<file path="src/rtl/lra_pkg.sv">
`default_nettype none

package lra_pkg;

  // Configuration register indexes
  typedef enum logic [1:0] {
    REG_MODE       = 2'd0,
    REG_COLOR_LOW  = 2'd1,
    REG_COLOR_HIGH = 2'd2,
    REG_BRIGHTNESS = 2'd3
  } reg_idx_e;

  localparam logic        MODE_SPINNER = 1'b0;
  localparam logic        MODE_PULSE   = 1'b1;

  localparam logic [4:0]  STEP_TOP     = 5'd24;
  localparam logic [5:0]  STEP_WEIGHT  = 6'd41;
  localparam logic [9:0]  WEIGHT_FULL  = 10'd1000;
  localparam logic [6:0]  PERCENT_FULL = 7'd100;

  // floor(x/1000) = (x*RECIP_1000) >> SHIFT_1000, exact for x <= 255000
  localparam logic [18:0] RECIP_1000 = 19'd268436;
  localparam int          SHIFT_1000 = 28;
  // floor(x/100) = (x*RECIP_100) >> SHIFT_100, exact for x <= 25500
  localparam logic [15:0] RECIP_100  = 16'd41944;
  localparam int          SHIFT_100  = 22;

  localparam logic        RST_MODE       = MODE_SPINNER;
  localparam logic [23:0] RST_COLOR_LOW  = 24'h0000FF;
  localparam logic [23:0] RST_COLOR_HIGH = 24'h00FFFF;
  localparam logic [6:0]  RST_BRIGHTNESS = 7'd100;

  typedef struct packed {
    logic start;      // request accepted: clear pixel counter
    logic tick;       // advance animation
    logic blend_sum;  // weighted sum of both colors
    logic blend_div;  // divide sum by 1000
    logic scale_mul;  // channel times brightness
    logic scale_div;  // divide by 100
    logic load;       // load next pixel into output register
  } cmd_t;

  typedef struct packed {
    logic out_free;   // output register can take a pixel
    logic last;       // pixel counter at final pixel
  } status_t;

endpackage

`default_nettype wire

</file>
<file path="src/rtl/lra_ctrl.sv">
`default_nettype none

module lra_ctrl (
  input  wire logic            clk_i,
  input  wire logic            rst_ni,
  input  wire logic            in_valid_i,
  input  wire logic [0:0]      advance_i,
  output logic                 in_stall_o,
  input  wire lra_pkg::status_t st_i,
  output lra_pkg::cmd_t        cmd_o
);

  typedef enum logic [2:0] {
    ST_IDLE,
    ST_BLEND,
    ST_BLEND_DIV,
    ST_SCALE,
    ST_SCALE_DIV,
    ST_EMIT
  } state_e;

  state_e state_q, state_d;
  logic   accept;

  assign in_stall_o = (state_q != ST_IDLE);
  assign accept     = (state_q == ST_IDLE) && in_valid_i;

  always_comb begin
    cmd_o           = '0;
    cmd_o.start     = accept;
    cmd_o.tick      = accept && advance_i[0];
    cmd_o.blend_sum = (state_q == ST_BLEND);
    cmd_o.blend_div = (state_q == ST_BLEND_DIV);
    cmd_o.scale_mul = (state_q == ST_SCALE);
    cmd_o.scale_div = (state_q == ST_SCALE_DIV);
    cmd_o.load      = (state_q == ST_EMIT) && st_i.out_free;
  end

  always_comb begin
    state_d = state_q;
    unique case (state_q)
      ST_IDLE:      if (accept) state_d = ST_BLEND;
      ST_BLEND:     state_d = ST_BLEND_DIV;
      ST_BLEND_DIV: state_d = ST_SCALE;
      ST_SCALE:     state_d = ST_SCALE_DIV;
      ST_SCALE_DIV: state_d = ST_EMIT;
      ST_EMIT:      if (st_i.out_free && st_i.last) state_d = ST_IDLE;
      default:      state_d = ST_IDLE;
    endcase
  end

  always_ff @(posedge clk_i or negedge rst_ni) begin
    if (!rst_ni) begin
      state_q <= ST_IDLE;
    end else begin
      state_q <= state_d;
    end
  end

  a_no_load_outside_emit: assert property (@(posedge clk_i) disable iff (!rst_ni)
    cmd_o.load |-> state_q == ST_EMIT)
    else $error("pixel load outside emit phase");

  a_emit_follows_scale: assert property (@(posedge clk_i) disable iff (!rst_ni)
    state_q == ST_SCALE_DIV |=> state_q == ST_EMIT)
    else $error("scale phase not followed by emit");

  a_accept_starts_blend: assert property (@(posedge clk_i) disable iff (!rst_ni)
    accept |=> state_q == ST_BLEND && in_stall_o)
    else $error("accepted request did not start a frame");

endmodule

`default_nettype wire

</file>
<file path="src/rtl/lra_datapath.sv">
`default_nettype none

module lra_datapath #(
  parameter int PIXELS = 16
) (
  input  wire logic             clk_i,
  input  wire logic             rst_ni,
  input  wire logic             cfg_valid_i,
  input  wire logic [1:0]       cfg_index_i,
  input  wire logic [23:0]      cfg_data_i,
  input  wire lra_pkg::cmd_t    cmd_i,
  output lra_pkg::status_t      st_o,
  output logic                  out_valid_o,
  input  wire logic             out_stall_i,
  output logic [3:0]            pixel_index_o,
  output logic [7:0]            red_o,
  output logic [7:0]            green_o,
  output logic [7:0]            blue_o,
  output logic                  last_pixel_o
);

  localparam int COUNT = (PIXELS < 16) ? PIXELS : 16;
  localparam int PW    = (PIXELS > 1) ? $clog2(PIXELS) : 1;
  localparam int CW    = (PW > 4) ? PW : 4;
  localparam logic [3:0] LAST_IDX = 4'(COUNT - 1);

  // configuration
  logic                  mode_q;
  logic [2:0][7:0]       color_low_q, color_high_q;
  logic [6:0]            brightness_q;

  // animation state
  logic [4:0]            step_q;
  logic                  rising_q;
  logic [PW-1:0]         pos_q;      // step modulo PIXELS

  // frame pipeline
  logic [2:0][17:0]      sum_q;
  logic [2:0][7:0]       blend_q;
  logic [2:0][14:0]      fg_mul_q, bg_mul_q;
  logic [2:0][7:0]       fg_q, bg_q;
  logic [3:0]            pix_q;

  // output register
  logic                  out_valid_q;
  logic [3:0]            pix_out_q;
  logic [2:0][7:0]       rgb_out_q;
  logic                  last_out_q;

  // combinational helpers
  logic [4:0]            step_d;
  logic                  wrap;
  logic [PW:0]           pos_inc;
  logic [PW-1:0]         pos_next, pos1;
  logic [10:0]           raw_w;
  logic [9:0]            w_clamp, w;
  logic [6:0]            bright;
  logic [2:0][7:0]       fg_src;
  logic [2:0][17:0]      sum_d;
  logic [2:0][7:0]       blend_d, fg_d, bg_d;
  logic [2:0][14:0]      fg_mul_d, bg_mul_d;
  logic [CW-1:0]         pix_ext;
  logic                  lit;

  assign wrap     = (step_q > lra_pkg::STEP_TOP - 5'd1);
  assign step_d   = wrap ? 5'd0 : step_q + 5'd1;
  assign pos_inc  = {1'b0, pos_q} + (PW+1)'(1);
  assign pos_next = (pos_inc == (PW+1)'(PIXELS)) ? '0 : pos_inc[PW-1:0];
  assign pos1     = pos_next;

  assign raw_w   = 11'(step_q) * 11'(lra_pkg::STEP_WEIGHT);
  assign w_clamp = (raw_w > 11'(lra_pkg::WEIGHT_FULL)) ? lra_pkg::WEIGHT_FULL : raw_w[9:0];
  assign w       = rising_q ? w_clamp : lra_pkg::WEIGHT_FULL - w_clamp;
  assign bright  = (brightness_q > lra_pkg::PERCENT_FULL) ? lra_pkg::PERCENT_FULL
                                                          : brightness_q;
  assign fg_src  = (mode_q == lra_pkg::MODE_PULSE) ? blend_q : color_high_q;

  always_comb begin
    logic [36:0] bprod;
    logic [30:0] fprod, gprod;
    bprod = '0;
    fprod = '0;
    gprod = '0;
    for (int ch = 0; ch < 3; ch++) begin
      sum_d[ch]    = 18'(color_low_q[ch]) * 18'(lra_pkg::WEIGHT_FULL - w)
                   + 18'(color_high_q[ch]) * 18'(w);
      bprod        = 37'(sum_q[ch]) * 37'(lra_pkg::RECIP_1000);
      blend_d[ch]  = bprod[lra_pkg::SHIFT_1000 +: 8];
      fg_mul_d[ch] = 15'(fg_src[ch]) * 15'(bright);
      bg_mul_d[ch] = 15'(color_low_q[ch]) * 15'(bright);
      fprod        = 31'(fg_mul_q[ch]) * 31'(lra_pkg::RECIP_100);
      gprod        = 31'(bg_mul_q[ch]) * 31'(lra_pkg::RECIP_100);
      fg_d[ch]     = fprod[lra_pkg::SHIFT_100 +: 8];
      bg_d[ch]     = gprod[lra_pkg::SHIFT_100 +: 8];
    end
  end

  // spinner lights the pixels at step and step+1 modulo PIXELS
  assign pix_ext = CW'(pix_q);
  assign lit     = (mode_q == lra_pkg::MODE_PULSE)
                || (pix_ext == CW'(pos_q)) || (pix_ext == CW'(pos1));

  assign st_o.out_free = !out_valid_q || !out_stall_i;
  assign st_o.last     = (pix_q == LAST_IDX);

  // configuration registers
  always_ff @(posedge clk_i or negedge rst_ni) begin
    if (!rst_ni) begin
      mode_q       <= lra_pkg::RST_MODE;
      color_low_q  <= lra_pkg::RST_COLOR_LOW;
      color_high_q <= lra_pkg::RST_COLOR_HIGH;
      brightness_q <= lra_pkg::RST_BRIGHTNESS;
    end else if (cfg_valid_i) begin
      unique case (lra_pkg::reg_idx_e'(cfg_index_i))
        lra_pkg::REG_MODE:       mode_q       <= cfg_data_i[0];
        lra_pkg::REG_COLOR_LOW:  color_low_q  <= cfg_data_i;
        lra_pkg::REG_COLOR_HIGH: color_high_q <= cfg_data_i;
        lra_pkg::REG_BRIGHTNESS: brightness_q <= cfg_data_i[6:0];
        default: ;
      endcase
    end
  end

  // animation state and control counters
  always_ff @(posedge clk_i or negedge rst_ni) begin
    if (!rst_ni) begin
      step_q      <= 5'd0;
      rising_q    <= 1'b1;
      pos_q       <= '0;
      pix_q       <= 4'd0;
      out_valid_q <= 1'b0;
    end else begin
      if (cmd_i.tick) begin
        step_q <= step_d;
        pos_q  <= wrap ? '0 : pos_next;
        if (step_d == 5'd0) rising_q <= !rising_q;
      end
      if (cmd_i.start) begin
        pix_q <= 4'd0;
      end else if (cmd_i.load) begin
        pix_q <= pix_q + 4'd1;
      end
      if (cmd_i.load) begin
        out_valid_q <= 1'b1;
      end else if (!out_stall_i) begin
        out_valid_q <= 1'b0;
      end
    end
  end

  // frame payload pipeline
  always_ff @(posedge clk_i) begin
    if (cmd_i.blend_sum) sum_q   <= sum_d;
    if (cmd_i.blend_div) blend_q <= blend_d;
    if (cmd_i.scale_mul) begin
      fg_mul_q <= fg_mul_d;
      bg_mul_q <= bg_mul_d;
    end
    if (cmd_i.scale_div) begin
      fg_q <= fg_d;
      bg_q <= bg_d;
    end
    if (cmd_i.load) begin
      pix_out_q  <= pix_q;
      rgb_out_q  <= lit ? fg_q : bg_q;
      last_out_q <= (pix_q == LAST_IDX);
    end
  end

  assign out_valid_o   = out_valid_q;
  assign pixel_index_o = pix_out_q;
  assign red_o         = rgb_out_q[2];
  assign green_o       = rgb_out_q[1];
  assign blue_o        = rgb_out_q[0];
  assign last_pixel_o  = last_out_q;

  a_step_range: assert property (@(posedge clk_i) disable iff (!rst_ni)
    step_q <= lra_pkg::STEP_TOP)
    else $error("animation step out of range");

  a_pos_tracks_step: assert property (@(posedge clk_i) disable iff (!rst_ni)
    pos_q < PW'(PIXELS - 1) || pos_q == PW'(PIXELS - 1))
    else $error("spinner position out of range");

  a_flip_on_wrap: assert property (@(posedge clk_i) disable iff (!rst_ni)
    cmd_i.tick && step_q == lra_pkg::STEP_TOP |=> rising_q != $past(rising_q))
    else $error("direction did not flip on wrap");

  a_pix_bound: assert property (@(posedge clk_i) disable iff (!rst_ni)
    cmd_i.load |-> pix_q <= LAST_IDX)
    else $error("pixel counter beyond frame");

endmodule

`default_nettype wire

</file>
<file path="src/rtl/led_ring_animation_frames_top.sv">
// LED ring animation frame generator.
// Input channel (in_valid_i / in_stall_o, payload advance_i): one request
// per tick. advance_i=1 steps the animation (step 0..24, direction flips
// on wrap) then emits a frame; advance_i=0 re-emits the current frame.
// Output channel (out_valid_o / out_stall_i): one item per ring pixel,
// pixel_index 0 first, last_pixel_o set on the final one; at most 16.
// Config channel (cfg_valid_i / cfg_ready_o, cfg_index_i, cfg_data_i):
// 0 mode, 1 color_low, 2 color_high, 3 brightness. Always ready; write
// only while no frame is in flight.
// Setup: after the request the frame passes blend sum, divide by 1000,
// brightness multiply and divide by 100; then one pixel per cycle comes
// out of the output register while the output does not stall.
// The next request is taken as soon as the last pixel is loaded, even
// while that pixel still waits in the output register.
// Stall on the output simply holds the pixel sequencer; nothing is lost.
// Reset: mode spinner, colors 0x0000FF/0x00FFFF, brightness 100, step 0,
// direction rising, output empty.
`default_nettype none

module led_ring_animation_frames_top #(
  parameter int PIXELS = 16
) (
  input  wire logic        clk_i,
  input  wire logic        rst_ni,
  // request channel
  input  wire logic        in_valid_i,
  output logic             in_stall_o,
  input  wire logic [0:0]  advance_i,
  // pixel channel
  output logic             out_valid_o,
  input  wire logic        out_stall_i,
  output logic [3:0]       pixel_index_o,
  output logic [7:0]       red_o,
  output logic [7:0]       green_o,
  output logic [7:0]       blue_o,
  output logic             last_pixel_o,
  // configuration write channel
  input  wire logic        cfg_valid_i,
  output logic             cfg_ready_o,
  input  wire logic [1:0]  cfg_index_i,
  input  wire logic [23:0] cfg_data_i
);

  lra_pkg::cmd_t    cmd;
  lra_pkg::status_t st;

  assign cfg_ready_o = 1'b1;

  // sequencer: idle, setup phases, pixel emission
  lra_ctrl u_ctrl (
    .clk_i      (clk_i),
    .rst_ni     (rst_ni),
    .in_valid_i (in_valid_i),
    .advance_i  (advance_i),
    .in_stall_o (in_stall_o),
    .st_i       (st),
    .cmd_o      (cmd)
  );

  // config, animation state, color arithmetic and output register
  lra_datapath #(
    .PIXELS (PIXELS)
  ) u_datapath (
    .clk_i         (clk_i),
    .rst_ni        (rst_ni),
    .cfg_valid_i   (cfg_valid_i),
    .cfg_index_i   (cfg_index_i),
    .cfg_data_i    (cfg_data_i),
    .cmd_i         (cmd),
    .st_o          (st),
    .out_valid_o   (out_valid_o),
    .out_stall_i   (out_stall_i),
    .pixel_index_o (pixel_index_o),
    .red_o         (red_o),
    .green_o       (green_o),
    .blue_o        (blue_o),
    .last_pixel_o  (last_pixel_o)
  );

endmodule

`default_nettype wire
</file>
<file path="config.mk">
export PLATFORM = sky130hd
export DESIGN_NAME = led_ring_animation_frames_top
export DESIGN_NICKNAME = d
export VERILOG_FILES = /design/src/rtl/lra_pkg.sv /design/src/rtl/lra_ctrl.sv /design/src/rtl/lra_datapath.sv /design/src/rtl/led_ring_animation_frames_top.sv
export SDC_FILE = /design/constraint.sdc
export NUM_CORES = 2
export LEC_CHECK = 0
export ABC_AREA = 1
export BUFFER_PORTS_ARGS = -buffer_cell sky130_fd_sc_hd__buf_2
export CORE_MARGIN = 2
export CORE_UTILIZATION = 60
export DETAILED_ROUTE_END_ITERATION = 8
export PLACE_DENSITY = 0.79
export SKIP_CTS_REPAIR_TIMING = 1
export SLEW_MARGIN = 20
export SYNTH_ARGS = -nofsm -noshare
export SYNTH_HDL_FRONTEND = slang
export SYNTH_SLANG_ARGS = --single-unit
</file>
<file path="constraint.sdc">
create_clock -name clk_i -period 8.9 [get_ports clk_i]
set_input_delay 0.89 -clock clk_i [delete_from_list [all_inputs] [get_ports clk_i]]
set_output_delay 0.89 -clock clk_i [all_outputs]
set_load 0.01 [all_outputs]
</file>
# --- Yosys cells after proc, flatten, opt, wreduce, memory -nomap -nowiden ---
# Cells that the tools add are included.
# Widths: inputs -> output; s select.
totals:
  ff_bits: 319
  word_cells: 121
op_classes:
  mul: 22
  mux: 15
  eq_ne: 15
  add_sub_neg: 8
  order_cmp: 3
  reduce_logical: 21
op_table:
  columns: ["op", "n"]
  rows:
  - ["$mul 15x13->27 const B", 6]
  - ["$mul 18x17->34 const B", 3]
  - ["$mul 8x7->15", 6]
  - ["$add 18x18->18", 3]
  - ["$mul 8x10->18", 3]
  - ["$mul 8x18->18", 3]
  - ["$mux 24", 2]
  - ["$mux 10", 2]
  - ["$pmux 3 s6", 1]
  - ["$mux 4", 4]
  - ["$reduce_and 2->1", 6]
  - ["$gt 11x10->1 const B", 1]
  - ["$mul 5x6->11 const B", 1]
  - ["$sub 10x10->11 const A", 1]
  - ["$sub 10x10->10 const A", 1]
  - ["$eq 4x4->1", 2]
  - ["$gt 7x7->1 const B", 1]
  - ["$mux 7", 1]
  - ["$eq 3x2->1 const B", 2]
  - ["$eq 3x3->1 const B", 2]
  - ["$mux 3", 2]
  - ["$add 4x1->5 const B", 1]
  - ["$add 5x1->5 const B", 1]
  - ["$eq 5x5->1 const B", 1]
  - ["other kinds (18)", 28]

# --- Depth between registers and ports, before layout ---
logic_depth:
  ltp_word: 8
  depth_mapped: 53

# --- Hierarchy ---
# From an unflattened synthesis, not the netlist that was laid out.
unflattened:
  cells_unflattened: 7692
  hier_area_um2: 70998.1
by_module_without_submodules:
  columns: ["mod", "cells_per_inst", "n_inst", "area_per_inst_um2"]
  rows:
  - ["lra_datapath", 7663, 1, 70787.9]
  - ["lra_ctrl", 27, 1, 198.9]
  - ["led_ring_animation_frames_top", 2, 1, 11.3]

# --- Least setup slack after synthesis ---
# OpenSTA, ideal clock, no wires.
synth_path:
  path_kind: "register -> register"
  startpoint: "register u_datapath.step_q[1]"
  endpoint: "register u_datapath.sum_q[35] (netlist bit) (data pin)"
  path_buffers: 4
  setup_slack_ns: -0.692
  arrival_time_ns: 9.340
  path_stages_with_launch: 48
  cell_sequence: "dfrtp_1 -> ha_1 -> fa_1 -> ha_1 -> nand2_1 -> inv_1 -> nor2_1 -> nand2_1 -> nor2_1 -> nand3_1 -> nand2_2 -> nand2_4 -> nand2_1 -> buf_1 -> ha_1 -> o21ai_1 -> clkbuf_1 -> clkbuf_1 -> (+12 left out) -> inv_1 -> fa_1 -> inv_1 -> ha_1 -> nand2_1 -> inv_1 -> a21oi_1 -> o21ai_0 -> a21boi_0 -> o21ai_0 -> a21boi_0 -> o21ai_0 -> nand2_1 -> nand2_1 -> xor2_1 -> inv_1 -> nand3_1 -> nand2_1"
synth_lines:
  columns: ["item", "line", "text"]
  rows:
  - ["start, declared", "lra_datapath.sv:33", "logic [4:0] step_q;"]
  - ["start signal, assigned", "lra_datapath.sv:134", "step_q <= step_d;"]
  - ["end signal, assigned", "lra_datapath.sv:153", "if (cmd_i.blend_sum) sum_q <= sum_d;"]
  - ["end, declared", "lra_datapath.sv:38", "logic [2:0][17:0] sum_q;"]

==> results.md <==
* Non-Filler Instances at 9457
* Routed Antenna Nets at 0
* Sink Count at between 300 and 400
* Average cell area after synthesis at between 9 and 10 µm²
* Worst path max stage delay at roughly 0.61 ns
* FP Rows at between 100 and 150
* CTS Buf Count at 41
* Hold Crit Class: input pin to asynchronous set/reset pin
* Max Slew Vio Count at 0
* Layout Nets at between 10000 and 15000
* Clock Tree Root: clkbuf_16
* Vias in the first global route at ~56000
* GRT Util Overall at 29.6%
* Synth cell types at just over 60
* Most common cell after layout, fill and taps aside: inv_1
* Crit-path slowest cell: fa_2
* Max Buffers Root-to-Sink at 3
* Kind of critical path: register to register
* Via/cell ratio at 5.45
* Drt total wl at 173 mm
* Iter 0 DRT Violations at 3601
* Max Cap Viol at 0
* Fin Clk Skew at ~0.047 ns
* Most frequent cells in the layout: inv_1, ha_1, fa_1, nand2_1, nor2_1
* RSZ-0062 raised after global routing: true
* Starting Density at 60.4%
* WP data required at between 9 and 10 ns
* TritonCTS clock tree: done
* Layout cells sized above 1 at around 7%
* Worst EP arrival at a little over 9 ns
* GRT Residual Overflow at 0
* First-pass DRT Iterations at 6
* First-pass GRT wire length at between 200 and 300 mm
* Status: complete, no violations
* Worst Tran Pin Value at between 1 and 1.5 ns
* Initial antenna violation count at 3
* Cells after synthesis at ~7700
* DP Wirelength at ~140 mm
* Final GP Congestion at 0.965
* Ports at 64
* Die Y at 348 µm
* Setup Total Neg Slack at 0 ns
* Pin count of the biggest net entering global routing at between 70 and 80
* Max_slew headroom at between 20% and 30%
* Fill cell total of the finished layout at about 9000
* Core Area at ~120000 µm²
* Area Growth Syn to Fin at 7.40%
* Via Count at 51508
* Synth Warn # at 0
* ANT cells at 0
* Final Hold Fails at 0
* Crit start category: register
* Worst reg-to-reg setup slack at between 0.15 and 0.2 ns
* Die area at approximately 120000 µm²
* DP Cell Count at between 9000 and 10000
* Drt drc at 0
* Asr flop ratio synth at roughly 23%
* Synthesized Nets at 10308
* Clk_lat worst skew at 0.65 ns
* CP max FO at 5
* Synth Flop Type: edfxtp_1
* Final setup fails at 0
* Die X at approximately 350 µm
* #FFs+latches synth at about 320
* Sequential share of the synthesized area at 13.0%
* Max Clock Freq at approximately 110 MHz
* Final period util at ~100%
* Port bufs at between 60 and 70
* Post-layout minimum cycle time at ~8.7 ns
* Cell Area, Synth at 71100 µm²
* Wire per inst at approximately 18 µm
* Clk slew on worst S/H paths at approximately 0.07 ns
* CP endpoint kind: register
* Post-synth EDFFs at 245
* H-tree depth at 2
-- synth_stat cells, types with 24 or more instances --
cell type / count / area, µm²
a21oi_1: 290 / 1450
nor3_1: 27 / 135
edfxtp_1: 245 / 7360
nand3_1: 100 / 500
nor2_1: 462 / 1730
o21bai_1: 27 / 203
o21ai_0: 188 / 941
ha_1: 1400 / 17500
xnor2_1: 76 / 666
mux2_2: 24 / 270
nand2_2: 27 / 169
nand2_1: 977 / 3670
nand4_1: 24 / 150
dfrtp_1: 46 / 1150
dfstp_2: 28 / 736
fa_1: 1153 / 23100
clkbuf_1: 98 / 368
xor2_1: 165 / 1450
inv_1: 2156 / 8090
-- per-stage QoR --
step / instance area (µm²) / hold WS, ns / setup slack, ns / utilization [%]
after floorplan: 71100 / 0.467 / 0.00469 / -
after global placement: 74100 / 0.472 / 0.0918 / 63.0
after detailed placement: 74100 / 0.481 / -0.0960 / 63.0
after CTS: 75600 / 0.204 / -0.195 / 64.2
after global routing: 76400 / 0.210 / -0.221 / 64.8
final: 76400 / 0.225 / 0.154 / 64.8
-- cells by family after synthesis --
group | synth area share, %
AOI/OAI and AO/OA | 4.72
xor gates and xnor gates | 3.01
adders and majority gates | 57.1
buffers and inverters | 12.3
DFF | 13.0
muxes | 0.380
other | 0.00527
and+or+nand+nor | 9.52
-- worst paths after layout --
| check | startpoint | endpoint | cells past startpoint |
|---|---|---|---|
| worst max-delay path | u_datapath.step_q[4]$_DFFE_PN0P_ | u_datapath.sum_q[35]$_DFFE_PP_ | 50 |
| worst min-delay path | rst_ni | u_datapath.brightness_q[6]$_DFFE_PN1P_ | 1 |
| worst max register to register | u_datapath.step_q[4]$_DFFE_PN0P_ | u_datapath.sum_q[35]$_DFFE_PP_ | 50 |
| worst min register to register | u_datapath.mode_q$_DFFE_PN0P_ | u_datapath.mode_q$_DFFE_PN0P_ | 2 |
| max in group asynchronous | rst_ni | u_datapath.pix_ext[0]$_DFFE_PN0P_ | 2 |
| min in group clk_i | u_datapath.mode_q$_DFFE_PN0P_ | u_datapath.mode_q$_DFFE_PN0P_ | 2 |
-- sequential cells by signal (all words and copies together), names as in the netlist --
name	cells
u_ctrl.state_q	3
u_datapath.bg_mul_q	45
u_datapath.bg_q	24
u_datapath.blend_q	24
u_datapath.blue_o	8
u_datapath.brightness_q	7
u_datapath.color_high_q	24
u_datapath.color_low_q	24
u_datapath.fg_mul_q	45
u_datapath.fg_q	24
u_datapath.green_o	8
u_datapath.last_pixel_o	1
u_datapath.mode_q	1
u_datapath.out_valid_o	1
u_datapath.pix_ext	4
u_datapath.pixel_index_o	4
u_datapath.pos_q	4
u_datapath.red_o	8
u_datapath.rising_q	1
u_datapath.step_q	5
u_datapath.sum_q	54
-- metal layers --
| layer | up-vias | track usage (%) | share of wire [%] |
|---|---|---|---|
| li1 | 23889 | - | - |
| met1 | 25434 | 37.6 | 40 |
| met2 | 1722 | 49.9 | 48 |
| met3 | 457 | 5.97 | 7.9 |
| met4 | 6 | 11.1 | 4.4 |
| met5 | - | 0 | 0.024 |
-- final cells by class --
cell class | count | area [µm²] | area share (%)
clock buffers | 49 | 1110 | 1.45
clock inverters | 26 | 348 | 0.456
inverters | 2186 | 8220 | 10.8
multi-input cells | 5096 | 53700 | 70.3
flip-flops and latches | 319 | 9240 | 12.1
well taps | 1536 | 1920 | 2.52
repair buffers | 245 | 1800 | 2.36
-- worst max-delay path, delay by kind of cell, from the launching register on --
| family | cells | cell delay (ns) |
|---|---|---|
| buffers and inverters | 13 | 0.92 |
| and+or+nand+nor | 18 | 1.34 |
| AOI/OAI and AO/OA | 6 | 0.94 |
| adders and majority gates | 11 | 4.47 |
| xor gates and xnor gates | 2 | 0.37 |
| DFF | 1 | 0.42 |
Power is not shown: default switching activity piles up to over one toggle a cycle in this logic, so the estimate is an artifact.
